[src/design/bilinear_image_downscaler_core_defines.svh]
// ----------------------------------------------------------------------------
// Assertion macros for the bilinear image downscaler
// Implication checks in same-cycle and next-cycle form, reset-qualified.
// ----------------------------------------------------------------------------
`ifndef BILINEAR_IMAGE_DOWNSCALER_CORE_DEFINES_SVH
`define BILINEAR_IMAGE_DOWNSCALER_CORE_DEFINES_SVH

`ifndef ASSERT_OFF
`define ASSERT_IMPLY(label, clk, rst_n, ante, cons) \
  label: assert property (@(posedge clk) disable iff (!rst_n) (ante) |-> (cons)) \
    else $error("implication check failed");
`define ASSERT_NEXT(label, clk, rst_n, ante, cons) \
  label: assert property (@(posedge clk) disable iff (!rst_n) (ante) |=> (cons)) \
    else $error("next-cycle check failed");
`else
`define ASSERT_IMPLY(label, clk, rst_n, ante, cons)
`define ASSERT_NEXT(label, clk, rst_n, ante, cons)
`endif

`endif

[src/design/bids_pkg.sv]
// ----------------------------------------------------------------------------
// bids_pkg
// Shared types and constants of the bilinear image downscaler.
// ----------------------------------------------------------------------------
package bids_pkg;

  localparam int CFG_DATA_W = 20;
  localparam int POS_W      = 28;

  typedef logic [2:0] cfg_idx_t;

  localparam cfg_idx_t REG_SRC_W  = 3'd0;
  localparam cfg_idx_t REG_SRC_H  = 3'd1;
  localparam cfg_idx_t REG_TGT_W  = 3'd2;
  localparam cfg_idx_t REG_TGT_H  = 3'd3;
  localparam cfg_idx_t REG_STEP_X = 3'd4;
  localparam cfg_idx_t REG_STEP_Y = 3'd5;

  localparam logic [11:0] RST_SRC_W  = 12'd1920;
  localparam logic [12:0] RST_SRC_H  = 13'd1080;
  localparam logic [11:0] RST_TGT_W  = 12'd720;
  localparam logic [12:0] RST_TGT_H  = 13'd480;
  localparam logic [19:0] RST_STEP_X = 20'd174763;
  localparam logic [19:0] RST_STEP_Y = 20'd147456;

  localparam logic [12:0] SRC_H_MAX = 13'd4096;
  localparam logic [19:0] STEP_ONE  = 20'h10000;
  localparam logic [11:0] ROW_MAX   = 12'hFFF;

  typedef struct packed {
    logic eol;
    logic eof;
  } bids_flags_t;

endpackage

[src/design/bids_blend.sv]
// ----------------------------------------------------------------------------
// bids_blend
// Two-stage bilinear weighting of four neighbors into the output register.
// ----------------------------------------------------------------------------
`include "bilinear_image_downscaler_core_defines.svh"

module bids_blend #(
  parameter int WEIGHT_BITS = 8
) (
  input  logic                     clk,
  input  logic                     rst_n,
  input  logic                     en,
  input  logic                     in_valid,
  input  logic [7:0]               p00,
  input  logic [7:0]               p01,
  input  logic [7:0]               p10,
  input  logic [7:0]               p11,
  input  logic [WEIGHT_BITS-1:0]   fx,
  input  logic [WEIGHT_BITS-1:0]   fy,
  input  bids_pkg::bids_flags_t    in_flags,
  output logic                     out_valid,
  output logic [7:0]               out_pixel,
  output bids_pkg::bids_flags_t    out_flags
);

  localparam int HW = WEIGHT_BITS + 8;
  localparam int AW = 2 * WEIGHT_BITS + 8;
  localparam logic [WEIGHT_BITS:0] ONE  = (WEIGHT_BITS+1)'(1) << WEIGHT_BITS;
  localparam logic [AW-1:0]        HALF = AW'(1) << (2 * WEIGHT_BITS - 1);

  logic [HW-1:0] wx0_e, wx1_e, top_c, bot_c;
  logic [HW-1:0] top_r, bot_r;
  logic [WEIGHT_BITS-1:0] fy_r;
  logic [WEIGHT_BITS:0]   wy0;
  logic [AW-1:0] acc_c;
  logic          s2_valid_r;
  bids_pkg::bids_flags_t s2_flags_r;
  logic          out_valid_r;
  logic [7:0]    out_pixel_r;
  bids_pkg::bids_flags_t out_flags_r;

  // horizontal pass: upper and lower row
  assign wx0_e = HW'(ONE - {1'b0, fx});
  assign wx1_e = HW'(fx);
  assign top_c = wx0_e * HW'(p00) + wx1_e * HW'(p01);
  assign bot_c = wx0_e * HW'(p10) + wx1_e * HW'(p11);

  // vertical pass with round half up; the sum never exceeds 255 after the shift
  assign wy0   = ONE - {1'b0, fy_r};
  assign acc_c = AW'(wy0) * AW'(top_r) + AW'(fy_r) * AW'(bot_r) + HALF;

  always_ff @(posedge clk) begin
    if (!rst_n) begin
      s2_valid_r  <= 1'b0;
      out_valid_r <= 1'b0;
    end else if (en) begin
      s2_valid_r  <= in_valid;
      out_valid_r <= s2_valid_r;
    end
  end

  always_ff @(posedge clk) begin
    if (en) begin
      top_r       <= top_c;
      bot_r       <= bot_c;
      fy_r        <= fy;
      s2_flags_r  <= in_flags;
      out_pixel_r <= acc_c[AW-1 -: 8];
      out_flags_r <= s2_flags_r;
    end
  end

  assign out_valid = out_valid_r;
  assign out_pixel = out_pixel_r;
  assign out_flags = out_flags_r;

  `ASSERT_NEXT(a_blend_to_out, clk, rst_n, en && s2_valid_r, out_valid_r)

endmodule

[config.mk]
export PLATFORM = sky130hd
export DESIGN_NAME = bids_blend
export DESIGN_NICKNAME = d
export VERILOG_FILES = /design/src/design/bids_pkg.sv /design/src/design/bids_blend.sv
export VERILOG_INCLUDE_DIRS = /design/src /design/src/design
export SDC_FILE = /design/constraint.sdc
export NUM_CORES = 1
export LEC_CHECK = 0
export BUFFER_PORTS_ARGS = -buffer_cell sky130_fd_sc_hd__buf_2
export CAP_MARGIN = 30
export CORE_MARGIN = 2
export CORE_UTILIZATION = 60
export CTS_CLUSTER_DIAMETER = 100
export DETAILED_ROUTE_END_ITERATION = 8
export PLACE_DENSITY = 0.77
export SYNTH_ARGS = -nofsm -noshare
export SYNTH_HDL_FRONTEND = slang
export SYNTH_SLANG_ARGS = --single-unit
[constraint.sdc]
create_clock -name clk -period 8.44 [get_ports clk]
set_input_delay 0.844 -clock clk [delete_from_list [all_inputs] [get_ports clk]]
set_output_delay 0.844 -clock clk [all_outputs]
set_load 0.005 [all_outputs]
==> results.toml <==
[synthesis]
synthArstFlopShare_pct = 0
netlist_area_mm2 = 0.0195
synthTopCellsByArea = "fa_1, ha_1, inv_1, and2_1, edfxtp_1"
yosys_register_bits = 54
synth.largest_area_cell = "fa_1"
ys_types = 46
synth_ff_type = "edfxtp_1"
synth-edff-count = 52
syn-num-nets = 2778
syn-instance-count = 2080
netlist_top_cells_count = "inv_1, fa_1, and2_1"
synth_area_per_cell_um2 = 9.37
synth.most_common_cell = "inv_1"
synth_top_area_share_pct = 43.3
ys_seq_area_share_pct = 8.21
yosys_warnings = 0

[setup_path]
crit_chain = "buf_2, inv_1, ha_1, nand2_1, xor2_1, buf_4, nand2_1, fa_1, fa_1, inv_1, fa_1, inv_1, fa_1, fa_1, inv_1, fa_1, ha_1, nand2_1, o21a_1, o311ai_1, a21oi_2, o21ai_1, xnor2_1"
cp_max_fo = 34
crit_top_cell = "fa_1"
crit_required_ns = 8.50
crit_path_top_delay_cell = "xor2_1"
crit_buf_inv = 6
endpoint_kind = "flip-flop"
r2r-start = "fy_r[2]"
critPathMaxStageDelay_ns = 0.58
cp_top_family = "adder cells"
worstPathArrival_ns = 7.33
crit_start = "fx[0]"
path_depth = 23
start_kind = "input port"
rrSetupSlack_ns = 1.23
rr_worst_depth = 22
r2r-end = "out_pixel[7]"
crit_end = "bot_r[15]"
path_class = "in -> reg"

[cells_and_area]
fillers = 2652
drive_gt1_share_pct = 5.08
finalNetCount = 2805
syn2layout_area_growth_pct = 4.67
diodes = 0

[die]
core_area_mm2 = 0.0323
die_y_um = 184
io_pins = 65
rows = 66
start_util_pct = 60.4
die-area_mm2 = 0.0340
fp.dieW_um = 184

[timing]
drv_slew = 0
tns_ns = 0
min_period_ns = 7.26
grt_setup_unrepaired = "false"
max_freq_mhz = 138
period_share_pct = 86.1
tightest_slew_ns = 0.794
setup_viol = 0
slew_headroom_pct = 46.7
final.setup_skew_ns = 0.0116
hold_viol = 0

[clock_network]
cts_root_buf = "clkbuf_16"
cts_setup_buffers = 0
clockBufferDepth = 2
htreeDepth = 2
cts_made_buffers = 5
cts.sinks = 54
cts_tree = "yes"
path_clk_slew_ns = 0.07
postCtsResizedCells = 0
hold_buffers = 0
clk_latency_ns = 0.32

[global_route]
overflow = 0
grt_pass1_wl_um = 71100
grt.total_usage_pct = 26.7
grt_max_degree = 55
antenna_found_initial = 0
first_global_vias = 14900

[routing]
drc_errors = 0
wire_per_inst_um = 16.0
first_iter_violations = 587
dr_total_vias = 13400
drt_first_pass_iters = 5
wl_um = 40900
ant_nets = 0
vias_per_cell = 5.25

[placed_design]
portBuffers = 64
gp_congestion = 0.902
dpl.hpwl_um = 35200

[run]
maxCapViolCount = 0

[min_path]
min-delay-path-class = "reg -> reg"

[status]
status = "complete, no violations"
## cells by family (layout without fill, tap and decap cells)
family                   after synthesis  in the layout  synth area share, %
AND/OR/NAND/NOR                      608            608                 16.3
multiplexers                           2              2                0.103
XOR/XNOR                              64             64                 2.88
flip-flops                            54             54                 8.21
adder cells (fa/ha/maj)              644            644                 57.6
AO/OA/AOI/OAI                         78             78                 2.65
buffers and inverters                630            657                 12.2
## per-stage QoR
stage	area, µm²	setup WS (ns)	std cells	hold slack (ns)	util (%)
final	20400	1.18	2549	0.425	63.2
after global placement	20300	0.846	2541	0.405	62.8
after CTS	20400	1.18	2549	0.428	63.2
after global routing	20400	0.727	2549	0.451	63.2
after floorplan	19500	1.66	2080	0.400	-
after detailed placement	20300	0.862	2542	0.414	62.8
## registers in the layout (all words and copies together), names as in the netlist
register / count
bot_r: 16
fy_r: 8
out_flags: 2
out_pixel: 8
out_valid: 1
s2_flags_r: 2
s2_valid_r: 1
top_r: 16
## layout make-up
type                    count  area [µm²]  share of cell area [%]
inverters                 563        2110                    10.4
clock inverters             2        10.0                  0.0491
well taps                 442         553                    2.71
repair buffers             87         493                    2.42
flip-flops and latches     54        1600                    7.85
multi-input cells        1396       15500                    76.0
clock buffers               5         125                   0.613
## worst register-to-register path, cell delays in order (launching register included)
cell      delay, ns
edfxtp_1       0.56
nor2_4         0.27
nand2_1        0.11
or3_4          0.36
nor3_4         0.43
nand2_1        0.19
fa_1           0.56
inv_1          0.05
fa_1           0.48
fa_1           0.59
fa_1           0.45
fa_1           0.50
inv_1          0.05
fa_1           0.48
inv_1          0.04
ha_1           0.29
and3_1         0.19
and4_1         0.21
o211ai_1       0.15
a21oi_2        0.40
nand3_1        0.19
a31oi_1        0.31
xnor2_1        0.09
## metal layers
| metal | vias to the layer above | routed length (µm) | track usage, % |
|---|---|---|---|
| li1 | 6083 | - | - |
| met1 | 6827 | 16700 | 33.9 |
| met2 | 404 | 20800 | 47.7 |
| met3 | 74 | 2360 | 3.46 |
| met4 | 0 | 1080 | 8.06 |
| met5 | - | 0 | 0 |
## placed cells by master (no fill, tap or decap), types with 3 or more instances in the layout
cell type,instances
and2_1,312
o21a_1,8
edfxtp_1,52
nor3_1,4
nor2b_1,8
nor4_1,3
o31ai_1,3
nand2_1,245
clkbuf_16,5
buf_4,23
fa_1,422
a21oi_1,26
o21ai_0,9
inv_1,563
nand3_1,4
xnor2_1,45
a21oi_2,4
buf_2,64
nor2_1,15
ha_1,222
nand4_1,4
xor2_1,19
a21o_1,12
## worst min-delay path by stage
stage / startpoint / end / slack (ns) / depth (start not counted)
finish: s2_flags_r[1] / out_flags[1] / 0.42 / 0
global placement: s2_flags_r[1] / out_flags[1] / 0.40 / 0
global route: s2_flags_r[1] / out_flags[1] / 0.45 / 0
CTS: s2_flags_r[1] / out_flags[1] / 0.43 / 0
floorplan: s2_flags_r[0] / out_flags[0] / 0.40 / 0
detailed placement: s2_flags_r[0] / out_flags[0] / 0.41 / 0
Power is not shown: default switching activity piles up to over one toggle a cycle in this logic, so the estimate is an artifact.
